--- config.mk ---
export PLATFORM = sky130hd
export DESIGN_NAME = wheel_speed_pid_with_stall_detect
export DESIGN_NICKNAME = d
export VERILOG_FILES = /design/src/rtl/wsp_pkg.sv /design/src/rtl/wheel_speed_pid_with_stall_detect.sv /design/src/rtl/wsp_div.sv
export SDC_FILE = /design/constraint.sdc
export NUM_CORES = 2
export LEC_CHECK = 0
export BUFFER_PORTS_ARGS = -buffer_cell sky130_fd_sc_hd__buf_2
export CORE_ASPECT_RATIO = 1.4
export CORE_UTILIZATION = 45
export CTS_CLUSTER_SIZE = 30
export DETAILED_ROUTE_END_ITERATION = 8
export PLACE_DENSITY = 0.67
export SETUP_SLACK_MARGIN = 0.3
export SYNTH_ARGS = -nofsm -noshare
export SYNTH_HDL_FRONTEND = slang
export SYNTH_HIERARCHICAL = 1
export SYNTH_SLANG_ARGS = --single-unit
--- constraint.sdc ---
create_clock -name clk -period 20.5 [get_ports clk]
set_input_delay 2.05 -clock clk [delete_from_list [all_inputs] [get_ports clk]]
set_output_delay 2.05 -clock clk [all_outputs]
set_load 0.005 [all_outputs]
--- src/rtl/wsp_pkg.sv ---
// Shared types and constants of the wheel speed controller.
// Used by the top level and the speed divider; no dependencies.
package wsp_pkg;

  typedef enum logic [9:0] {
    ST_IDLE  = 10'b0000000001,
    ST_STEP  = 10'b0000000010,
    ST_SCALE = 10'b0000000100,
    ST_DIV   = 10'b0000001000,
    ST_CTRL  = 10'b0000010000,
    ST_MULP  = 10'b0000100000,
    ST_MULD  = 10'b0001000000,
    ST_MULIL = 10'b0010000000,
    ST_MULIH = 10'b0100000000,
    ST_DONE  = 10'b1000000000
  } state_t;

  localparam logic [1:0] MODE_RELEASE  = 2'd0;
  localparam logic [1:0] MODE_BRAKE    = 2'd1;
  localparam logic [1:0] MODE_FORWARD  = 2'd2;
  localparam logic [1:0] MODE_BACKWARD = 2'd3;

  localparam logic [2:0] REG_TICK   = 3'd0;
  localparam logic [2:0] REG_GPROP  = 3'd1;
  localparam logic [2:0] REG_GINTEG = 3'd2;
  localparam logic [2:0] REG_GDERIV = 3'd3;
  localparam logic [2:0] REG_LIMIT  = 3'd4;

  localparam int NUM_W  = 42;
  localparam int QUO_W  = 23;
  localparam int ACC_W  = 60;

endpackage

--- src/rtl/wheel_speed_pid_with_stall_detect.sv ---
// Wheel speed PID controller with odometer and stall detector, top level.
// Depends on wsp_pkg and wsp_div.
// An item is taken only while the sequencer is idle; it passes the step, scale, divide,
// control, multiply and done states, and its result is registered on the return to idle.
// Braking skips the four multiplies, a saturated speed skips the bit-serial division,
// and a result held by the receiver delays the next acceptance. Synchronous reset
// restores the register defaults and clears all wheel state.
module wheel_speed_pid_with_stall_detect #(
  parameter int WHEEL_COUNT  = 2,
  parameter int DUTY_FULL    = 10000,
  parameter int STALL_WINDOW = 32
) (
  input  logic                                clk,
  input  logic                                rst,
  input  logic                                in_valid,
  output logic                                in_stall,
  input  logic                                wheel,
  input  logic [15:0]                         edge_count,
  input  logic [15:0]                         period_ms,
  input  logic signed [15:0]                  target_speed,
  input  logic                                blind_window,
  output logic                                out_valid,
  input  logic                                out_stall,
  output logic [$clog2(DUTY_FULL+1)-1:0]      duty,
  output logic [1:0]                          drive_mode,
  output logic signed [23:0]                  speed_meas,
  output logic [31:0]                         distance_mm,
  output logic [WHEEL_COUNT-1:0]              stall_flags,
  input  logic                                cfg_valid,
  output logic                                cfg_ready,
  input  logic [2:0]                          cfg_index,
  input  logic [23:0]                         cfg_data
);

  localparam int DW  = $clog2(DUTY_FULL + 1);
  localparam int WI  = (WHEEL_COUNT > 1) ? $clog2(WHEEL_COUNT) : 1;
  localparam int CW  = $clog2(STALL_WINDOW + 1);
  localparam int AW  = wsp_pkg::ACC_W;

  wsp_pkg::state_t state;

  logic [23:0] tick_length_q16;
  logic [15:0] gain_prop, gain_integ, gain_deriv;
  logic [5:0]  stall_count_limit;

  logic [1:0]                mode_store     [WHEEL_COUNT];
  logic signed [31:0]        prev_error     [WHEEL_COUNT];
  logic signed [39:0]        error_sum      [WHEEL_COUNT];
  logic [DW-1:0]             drive_level    [WHEEL_COUNT];
  logic [23:0]               speed_abs_q8   [WHEEL_COUNT];
  logic [31:0]               distance_whole [WHEEL_COUNT];
  logic [15:0]               distance_frac  [WHEEL_COUNT];
  logic [STALL_WINDOW-1:0]   stall_history  [WHEEL_COUNT];
  logic [CW-1:0]             stall_count    [WHEEL_COUNT];
  logic [WHEEL_COUNT-1:0]    stall_bits;

  logic [WI-1:0]       w;
  logic [15:0]         edges;
  logic [15:0]         period;
  logic signed [15:0]  tgt;
  logic                blind;
  logic [39:0]         step;
  logic                go;
  logic [1:0]          mode;
  logic signed [25:0]  err, derr;
  logic signed [39:0]  sum;
  logic signed [AW-1:0] acc;

  logic [15:0]         mul_a;
  logic signed [25:0]  mul_b;
  logic signed [42:0]  prod;

  logic                         div_start, div_done;
  logic [wsp_pkg::NUM_W-1:0]    div_num;
  logic [wsp_pkg::QUO_W-1:0]    div_quo;

  logic [49:0]  step_k;
  logic [40:0]  total;
  logic [1:0]   want;
  logic [16:0]  tabs;
  logic [23:0]  spd;
  logic signed [25:0] err_c, prev_eff, derr_c;
  logic signed [39:0] sum_eff;
  logic signed [40:0] sum_wide;
  logic signed [39:0] sum_sat;
  logic         differ;
  logic [AW-17:0] u_shift;
  logic [DW-1:0]  lvl;
  logic [DW-1:0]  dl_eff;
  logic           stall_bit;
  logic [STALL_WINDOW-1:0] hist_next;
  logic [CW-1:0]  cnt_next;
  logic           out_free;

  wsp_div u_div (
    .clk   (clk),
    .rst   (rst),
    .start (div_start),
    .num   (div_num),
    .den   (period),
    .done  (div_done),
    .quo   (div_quo)
  );

  assign in_stall    = (state != wsp_pkg::ST_IDLE);
  assign cfg_ready   = 1'b1;
  assign out_free    = !out_valid || !out_stall;
  assign stall_flags = stall_bits;

  always_comb begin
    case (state)
      wsp_pkg::ST_STEP: begin
        mul_a = edges;
        mul_b = {2'b0, tick_length_q16};
      end
      wsp_pkg::ST_MULP: begin
        mul_a = gain_prop;
        mul_b = err;
      end
      wsp_pkg::ST_MULD: begin
        mul_a = gain_deriv;
        mul_b = derr;
      end
      wsp_pkg::ST_MULIL: begin
        mul_a = gain_integ;
        mul_b = {6'b0, sum[19:0]};
      end
      wsp_pkg::ST_MULIH: begin
        mul_a = gain_integ;
        mul_b = 26'($signed(sum[39:20]));
      end
      default: begin
        mul_a = '0;
        mul_b = '0;
      end
    endcase
  end

  assign prod = $signed({1'b0, mul_a}) * mul_b;

  assign step_k    = ({10'b0, step} << 10) - ({10'b0, step} << 4) - ({10'b0, step} << 3);
  assign div_num   = step_k[49:8];
  assign div_start = (state == wsp_pkg::ST_SCALE);
  assign total     = {1'b0, step} + {25'b0, distance_frac[w]};

  assign want     = tgt[15] ? wsp_pkg::MODE_BACKWARD : wsp_pkg::MODE_FORWARD;
  assign tabs     = tgt[15] ? 17'(-{tgt[15], tgt}) : {1'b0, tgt};
  assign spd      = speed_abs_q8[w];
  assign differ   = (want != mode_store[w]);
  assign err_c    = $signed({1'b0, tabs, 8'h00}) - $signed({2'b0, spd});
  assign prev_eff = differ ? 26'sd0 : prev_error[w][25:0];
  assign sum_eff  = differ ? 40'sd0 : error_sum[w];
  assign derr_c   = err_c - prev_eff;
  assign sum_wide = 41'(sum_eff) + 41'(err_c);
  assign sum_sat  = (sum_wide[40] != sum_wide[39])
                    ? (sum_wide[40] ? {1'b1, 39'b0} : {1'b0, {39{1'b1}}})
                    : sum_wide[39:0];

  assign u_shift = acc[AW-1:16];
  always_comb begin
    if (acc[AW-1] || acc == '0) begin
      lvl = '0;
    end else if (u_shift > (AW-16)'(DUTY_FULL)) begin
      lvl = DW'(DUTY_FULL);
    end else begin
      lvl = u_shift[DW-1:0];
    end
  end

  assign dl_eff    = go ? lvl : drive_level[w];
  assign stall_bit = (dl_eff != '0) && (spd < 24'd256);
  assign hist_next = {stall_history[w][STALL_WINDOW-2:0], stall_bit};
  assign cnt_next  = stall_count[w] + CW'(stall_bit)
                     - CW'(stall_history[w][STALL_WINDOW-1]);

  always_ff @(posedge clk) begin
    if (rst) begin
      tick_length_q16   <= 24'd65536;
      gain_prop         <= 16'd2995;
      gain_integ        <= 16'd282;
      gain_deriv        <= 16'd0;
      stall_count_limit <= 6'd25;
    end else if (cfg_valid && cfg_ready) begin
      case (cfg_index)
        wsp_pkg::REG_TICK:   tick_length_q16   <= cfg_data;
        wsp_pkg::REG_GPROP:  gain_prop         <= cfg_data[15:0];
        wsp_pkg::REG_GINTEG: gain_integ        <= cfg_data[15:0];
        wsp_pkg::REG_GDERIV: gain_deriv        <= cfg_data[15:0];
        wsp_pkg::REG_LIMIT:  stall_count_limit <= cfg_data[5:0];
        default: ;
      endcase
    end
  end

  always_ff @(posedge clk) begin
    if (rst) begin
      state     <= wsp_pkg::ST_IDLE;
      out_valid <= 1'b0;
      stall_bits <= '0;
      for (int i = 0; i < WHEEL_COUNT; i++) begin
        mode_store[i]     <= wsp_pkg::MODE_RELEASE;
        prev_error[i]     <= '0;
        error_sum[i]      <= '0;
        drive_level[i]    <= '0;
        speed_abs_q8[i]   <= '0;
        distance_whole[i] <= '0;
        distance_frac[i]  <= '0;
        stall_history[i]  <= '0;
        stall_count[i]    <= '0;
      end
    end else begin
      if (out_valid && !out_stall && state != wsp_pkg::ST_DONE) begin
        out_valid <= 1'b0;
      end
      case (state)
        wsp_pkg::ST_IDLE: begin
          if (in_valid) begin
            w      <= (int'(wheel) >= WHEEL_COUNT) ? WI'(WHEEL_COUNT - 1) : WI'(wheel);
            edges  <= edge_count;
            period <= (period_ms == 16'd0) ? 16'd1 : period_ms;
            tgt    <= target_speed;
            blind  <= blind_window;
            state  <= wsp_pkg::ST_STEP;
          end
        end
        wsp_pkg::ST_STEP: begin
          step  <= prod[39:0];
          state <= wsp_pkg::ST_SCALE;
        end
        wsp_pkg::ST_SCALE: begin
          distance_whole[w] <= distance_whole[w] + 32'(total[40:16]);
          distance_frac[w]  <= total[15:0];
          state <= wsp_pkg::ST_DIV;
        end
        wsp_pkg::ST_DIV: begin
          if (div_done) begin
            speed_abs_q8[w] <= {1'b0, div_quo};
            state <= wsp_pkg::ST_CTRL;
          end
        end
        wsp_pkg::ST_CTRL: begin
          acc <= '0;
          if (tgt == 16'sd0) begin
            go    <= 1'b0;
            mode  <= wsp_pkg::MODE_BRAKE;
            state <= wsp_pkg::ST_DONE;
          end else if (differ && spd > 24'd256) begin
            go    <= 1'b0;
            mode  <= wsp_pkg::MODE_BRAKE;
            state <= wsp_pkg::ST_DONE;
          end else begin
            go            <= 1'b1;
            mode          <= want;
            err           <= err_c;
            derr          <= derr_c;
            sum           <= sum_sat;
            prev_error[w] <= 32'(err_c);
            error_sum[w]  <= sum_sat;
            state         <= wsp_pkg::ST_MULP;
          end
        end
        wsp_pkg::ST_MULP: begin
          acc   <= acc + AW'(prod);
          state <= wsp_pkg::ST_MULD;
        end
        wsp_pkg::ST_MULD: begin
          acc   <= acc + AW'(prod);
          state <= wsp_pkg::ST_MULIL;
        end
        wsp_pkg::ST_MULIL: begin
          acc   <= acc + AW'(prod);
          state <= wsp_pkg::ST_MULIH;
        end
        wsp_pkg::ST_MULIH: begin
          acc   <= acc + (AW'(prod) <<< 20);
          state <= wsp_pkg::ST_DONE;
        end
        wsp_pkg::ST_DONE: begin
          if (out_free) begin
            if (go) begin
              drive_level[w] <= lvl;
            end
            mode_store[w] <= mode;
            if (blind) begin
              stall_history[w] <= '0;
              stall_count[w]   <= '0;
              stall_bits       <= '0;
            end else begin
              stall_history[w] <= hist_next;
              stall_count[w]   <= cnt_next;
              stall_bits[w]    <= ({1'b0, cnt_next} > (CW+1)'(stall_count_limit));
            end
            duty        <= go ? lvl : '0;
            drive_mode  <= mode;
            speed_meas  <= tgt[15] ? -$signed(spd) : $signed(spd);
            distance_mm <= distance_whole[w];
            out_valid   <= 1'b1;
            state       <= wsp_pkg::ST_IDLE;
          end
        end
        default: state <= wsp_pkg::ST_IDLE;
      endcase
    end
  end

  a_brake_no_duty: assert property (@(posedge clk) disable iff (rst)
    out_valid && drive_mode == wsp_pkg::MODE_BRAKE |-> duty == '0)
    else $error("duty is not zero while braking");

  a_duty_bound: assert property (@(posedge clk) disable iff (rst)
    out_valid |-> duty <= DW'(DUTY_FULL))
    else $error("duty above full scale");

  a_accept_starts: assert property (@(posedge clk) disable iff (rst)
    in_valid && !in_stall |=> state == wsp_pkg::ST_STEP)
    else $error("accepted item did not start the sequencer");

endmodule

--- src/rtl/wsp_div.sv ---
// Bit-serial restoring divider for the measured speed, one quotient bit a cycle.
// Depends on wsp_pkg; saturates to all ones when the quotient overflows.
module wsp_div (
  input  logic                         clk,
  input  logic                         rst,
  input  logic                         start,
  input  logic [wsp_pkg::NUM_W-1:0]    num,
  input  logic [15:0]                  den,
  output logic                         done,
  output logic [wsp_pkg::QUO_W-1:0]    quo
);

  logic                       busy;
  logic [4:0]                 cnt;
  logic [15:0]                rem;
  logic [wsp_pkg::QUO_W-1:0]  dq;
  logic [16:0]                r2;
  logic [16:0]                r2_sub;
  logic                       ge;

  assign r2     = {rem, dq[wsp_pkg::QUO_W-1]};
  assign ge     = r2 >= {1'b0, den};
  assign r2_sub = r2 - {1'b0, den};
  assign quo    = dq;

  always_ff @(posedge clk) begin
    if (rst) begin
      busy <= 1'b0;
      done <= 1'b0;
      cnt  <= '0;
    end else begin
      done <= 1'b0;
      if (start) begin
        if (num[wsp_pkg::NUM_W-1:wsp_pkg::QUO_W] >= {3'b0, den}) begin
          dq   <= '1;
          done <= 1'b1;
        end else begin
          rem  <= num[wsp_pkg::QUO_W+15:wsp_pkg::QUO_W];
          dq   <= num[wsp_pkg::QUO_W-1:0];
          cnt  <= 5'(wsp_pkg::QUO_W - 1);
          busy <= 1'b1;
        end
      end else if (busy) begin
        rem <= ge ? r2_sub[15:0] : r2[15:0];
        dq  <= {dq[wsp_pkg::QUO_W-2:0], ge};
        cnt <= cnt - 5'd1;
        if (cnt == 5'd0) begin
          busy <= 1'b0;
          done <= 1'b1;
        end
      end
    end
  end

endmodule
==> reports/qor.txt <==
Internal Power = 0.003058 W
Crit path max fanout = 24
Die height = 453.0 um
Syn_nets = 7639
Least-Margin Pin Slew = 1398 ps
Post-synth cell types = 105
Max-slew violation count = 0
CP max stage cell = xnor2_2
Gate Count Post-Synth = 6662
Dpl hpwl = 145600 um
Number of hold buffers added after cts = 0
Mean number of vias per cell = 5.720
Largest net degree at the start of global routing = 94
Vias in the first global route = 50579
Hold Path Sink = gain_prop[13]$_SDFFE_PP0P_
R2R setup slack = 7860 ps
Period Utilization, post-route = 61.64%
Yosys warnings = 6
Core ar. = 0.1443 sq mm
Layout cell share with drive strength beyond 1 = 7.806%
Post-route setup slack = 7864 ps
Sw Pwr = 0.001186 W
Hold path start = gain_prop[13]$_SDFFE_PP0P_
R2R depth = 44
CTS max path bufs = 3
Initial Util = 45.31%
Status = finished clean
# clock sinks = 837
Cell Area, Placed = 0.06804 sq mm
First-pass GRT wire length = 291200 um
Post-CTS Setup Inserts = 0
Post-synthesis xor/xnor area fraction = 4.979%
IO Pins = 159
RR Endpoint = acc[56]$_SDFFCE_PN0P_
Crit path DAT = 13060 ps
Die width = 324.2 um
WP data required = 20930 ps
PwrDens = 59.78 mW/mm^2
Die Area = 0.1469 sq mm
WHS Path Cells = 2
Count of final setup violators = 0
Final net count = 7670
Startpoint Class = register
Sw Ratio = 27.94%
Combinational power share = 15.6%
CTS tree = done
Final Cell Area = 0.07099 sq mm
Most used DFF post-synth = edfxtp_1
Flop pwr share = 45.5%
Fin Setup TNS = 0 ps
Overall Global Routing Usage = 25.97%
Clock power share = 38.9%
Slew headroom = 6.774%
Routed Antenna Nets = 0
Crit Reg-Reg Startpoint = state[9]$_SDFFE_PP0P_
Largest family of logic cells by synthesized area = adder cells
Synth-to-Final Area Change = 8.565%
Fmax = 79.14 MHz
Leak pwr = 30.52 nW
Drt initial violations = 3719
Max-cap viol count = 0
Final Critical Period = 12640 ps
Worst VDD drop = 0.00005963 V
Post-synth EDFFs = 738
RSZ-0062 raised after global routing = false
Total Power = 0.004244 W
Final WL = 189800 um
DR WL/cell = 21.85 um
Residual DRC = 0
Vias = 49682
Multiplexer share of the synthesized area = 3.029%
Simple-Gate Fraction of Synth Area = 14.64%
GR Overflow Total = 0
Worst-path clk slew = 70 ps
Crit path kind = reg -> reg
Ys async rst share = 0%
GPL Wtd Cong = 0.9820
Min-delay worst type = reg -> reg
Root Buffer = clkbuf_16
Clock Skews = 49.06 ps
Synth Area in Adders = 22.31%
Seq/Total Area, Yosys = 36.92%
I/O Buffers = 157
Worst path max stage delay = 870 ps
Register bit count reported by yosys = 837
Post-synthesis compound-gate area fraction = 12.28%
Row count = 165
Worst-Skew Late Latency = 730 ps
Synth Cell Area = 0.06539 sq mm
Final Hold Fails = 0
CTS H-Tree Depth = 3
Crit. End Element = register
Resized Gates After CTS = 0
Worst slack, placed = 7941 ps
Antenna violations before repair = 5
Mean Syn Cell Area = 9.815 sq um
Num CTS Buffers = 86
TritonRoute pass-1 iters = 6
[state kept, by name, summed over array words and instances, names as in the netlist, 40 cells and up, named ones only]
signal	cells
step	40
distance_whole	64
prev_error	52
acc	60
sum	40
stall_history	64
error_sum	80
speed_abs_q8	46
[cells in the final DEF (no fill, tap or decap), drive strengths merged, types with 43 or more instances in the layout]
cell type	count
nor2	859
edfxtp	738
inv	713
nand2	703
ha	449
fa	446
a21oi	427
xnor2	234
buf	216
o21ai	185
a21o	164
xor2	135
mux2i	112
clkbuf	103
dfxtp	99
nand3	78
nand2b	77
mux2	76
nor3	73
and3	66
nand4	56
nor2b	56
o21bai	51
and2	46
o21a	43
[power groups by stage]
stage               combinational [W]  sequential [W]  clock, W
finish                       0.000662         0.00193   0.00165
global route                 0.000718         0.00193   0.00173
CTS                          0.000656         0.00193   0.00168
detailed placement           0.000651         0.00197         0
global placement             0.000643         0.00196         0
floorplan                    0.000460         0.00196         0
[metal layers]
metal	track usage, %	wire [um]	vias to the layer above
li1	-	-	22899
met2	45.52	94850	1769
met3	3.394	10300	570
met4	15.94	12790	4
met1	29.89	71810	24440
met5	0	27	-
[Yosys cell counts (43+ instances only)]
master,number,area [sq um]
nor2_1,858,3221
edfxtp_1,738,22160
inv_1,710,2665
nand2_1,701,2631
ha_1,449,5618
fa_1,446,8929
a21oi_1,423,2117
xnor2_1,234,2049
clkbuf_1,210,788.3
o21ai_0,169,845.8
a21o_1,164,1231
xor2_1,135,1182
mux2i_1,111,1111
dfxtp_1,99,1982
nand2b_1,77,481.7
mux2_2,76,855.8
nand3_1,76,380.4
nor3_1,73,365.4
and3_1,66,412.9
nand4_1,56,350.3
nor2b_1,54,337.8
o21bai_1,51,382.9
and2_1,44,275.3
o21a_1,43,322.8
[logic make-up (layout without fill, tap and decap cells)]
kind of cell	Yosys count	in the layout
DFF	837	837
AOI/OAI and AO/OA	1227	1227
other	1	3
xor gates and xnor gates	370	370
buffers and inverters	983	1085
adders and majority gates	899	899
muxes	188	188
and+or+nand+nor	2157	2157
[worst max path at each step]
stage                                     start                     to  slack, ps  depth (start not counted)
after floorplan           state[4]$_SDFFE_PP0P_  acc[56]$_SDFFCE_PN0P_       9330                         42
after global placement    state[9]$_SDFFE_PP0P_  acc[56]$_SDFFCE_PN0P_       8120                         44
after detailed placement  state[9]$_SDFFE_PP0P_  acc[56]$_SDFFCE_PN0P_       7940                         44
after CTS                 state[9]$_SDFFE_PP0P_  acc[56]$_SDFFCE_PN0P_       7870                         44
after global routing      state[9]$_SDFFE_PP0P_  acc[56]$_SDFFCE_PN0P_       7010                         44
final                     state[9]$_SDFFE_PP0P_  acc[56]$_SDFFCE_PN0P_       7860                         44
[final cells by class]
cell class,count,area (sq um)
multi-input cells,4842,37600
clock inverters,56,644.4
flip-flops and latches,837,24150
repair buffers,216,1231
diodes,2,5.005
inverters,710,2665
well taps,1920,2402
clock buffers,103,2293
fillers,13243,73320
[worst max-delay path: cells and delay by family (launching register included)]
kind            cells  cell delay [ps]
compound gates     13             2670
xor+xnor            2             1040
fa+ha+maj           8             3950
buf+inv             7              720
flops               1              330
simple gates       14             3560
[through the flow]
stage	instances	utilization, %	hold WS [ps]
after floorplan	6662	-	426.4
after global placement	8525	47.15	441.5
after detailed placement	8525	47.15	448.6
after CTS	8684	49.19	457.5
after global routing	8684	49.19	470.1
final	8686	49.19	456.8
Note: power is estimated with default switching activity, not from simulation.
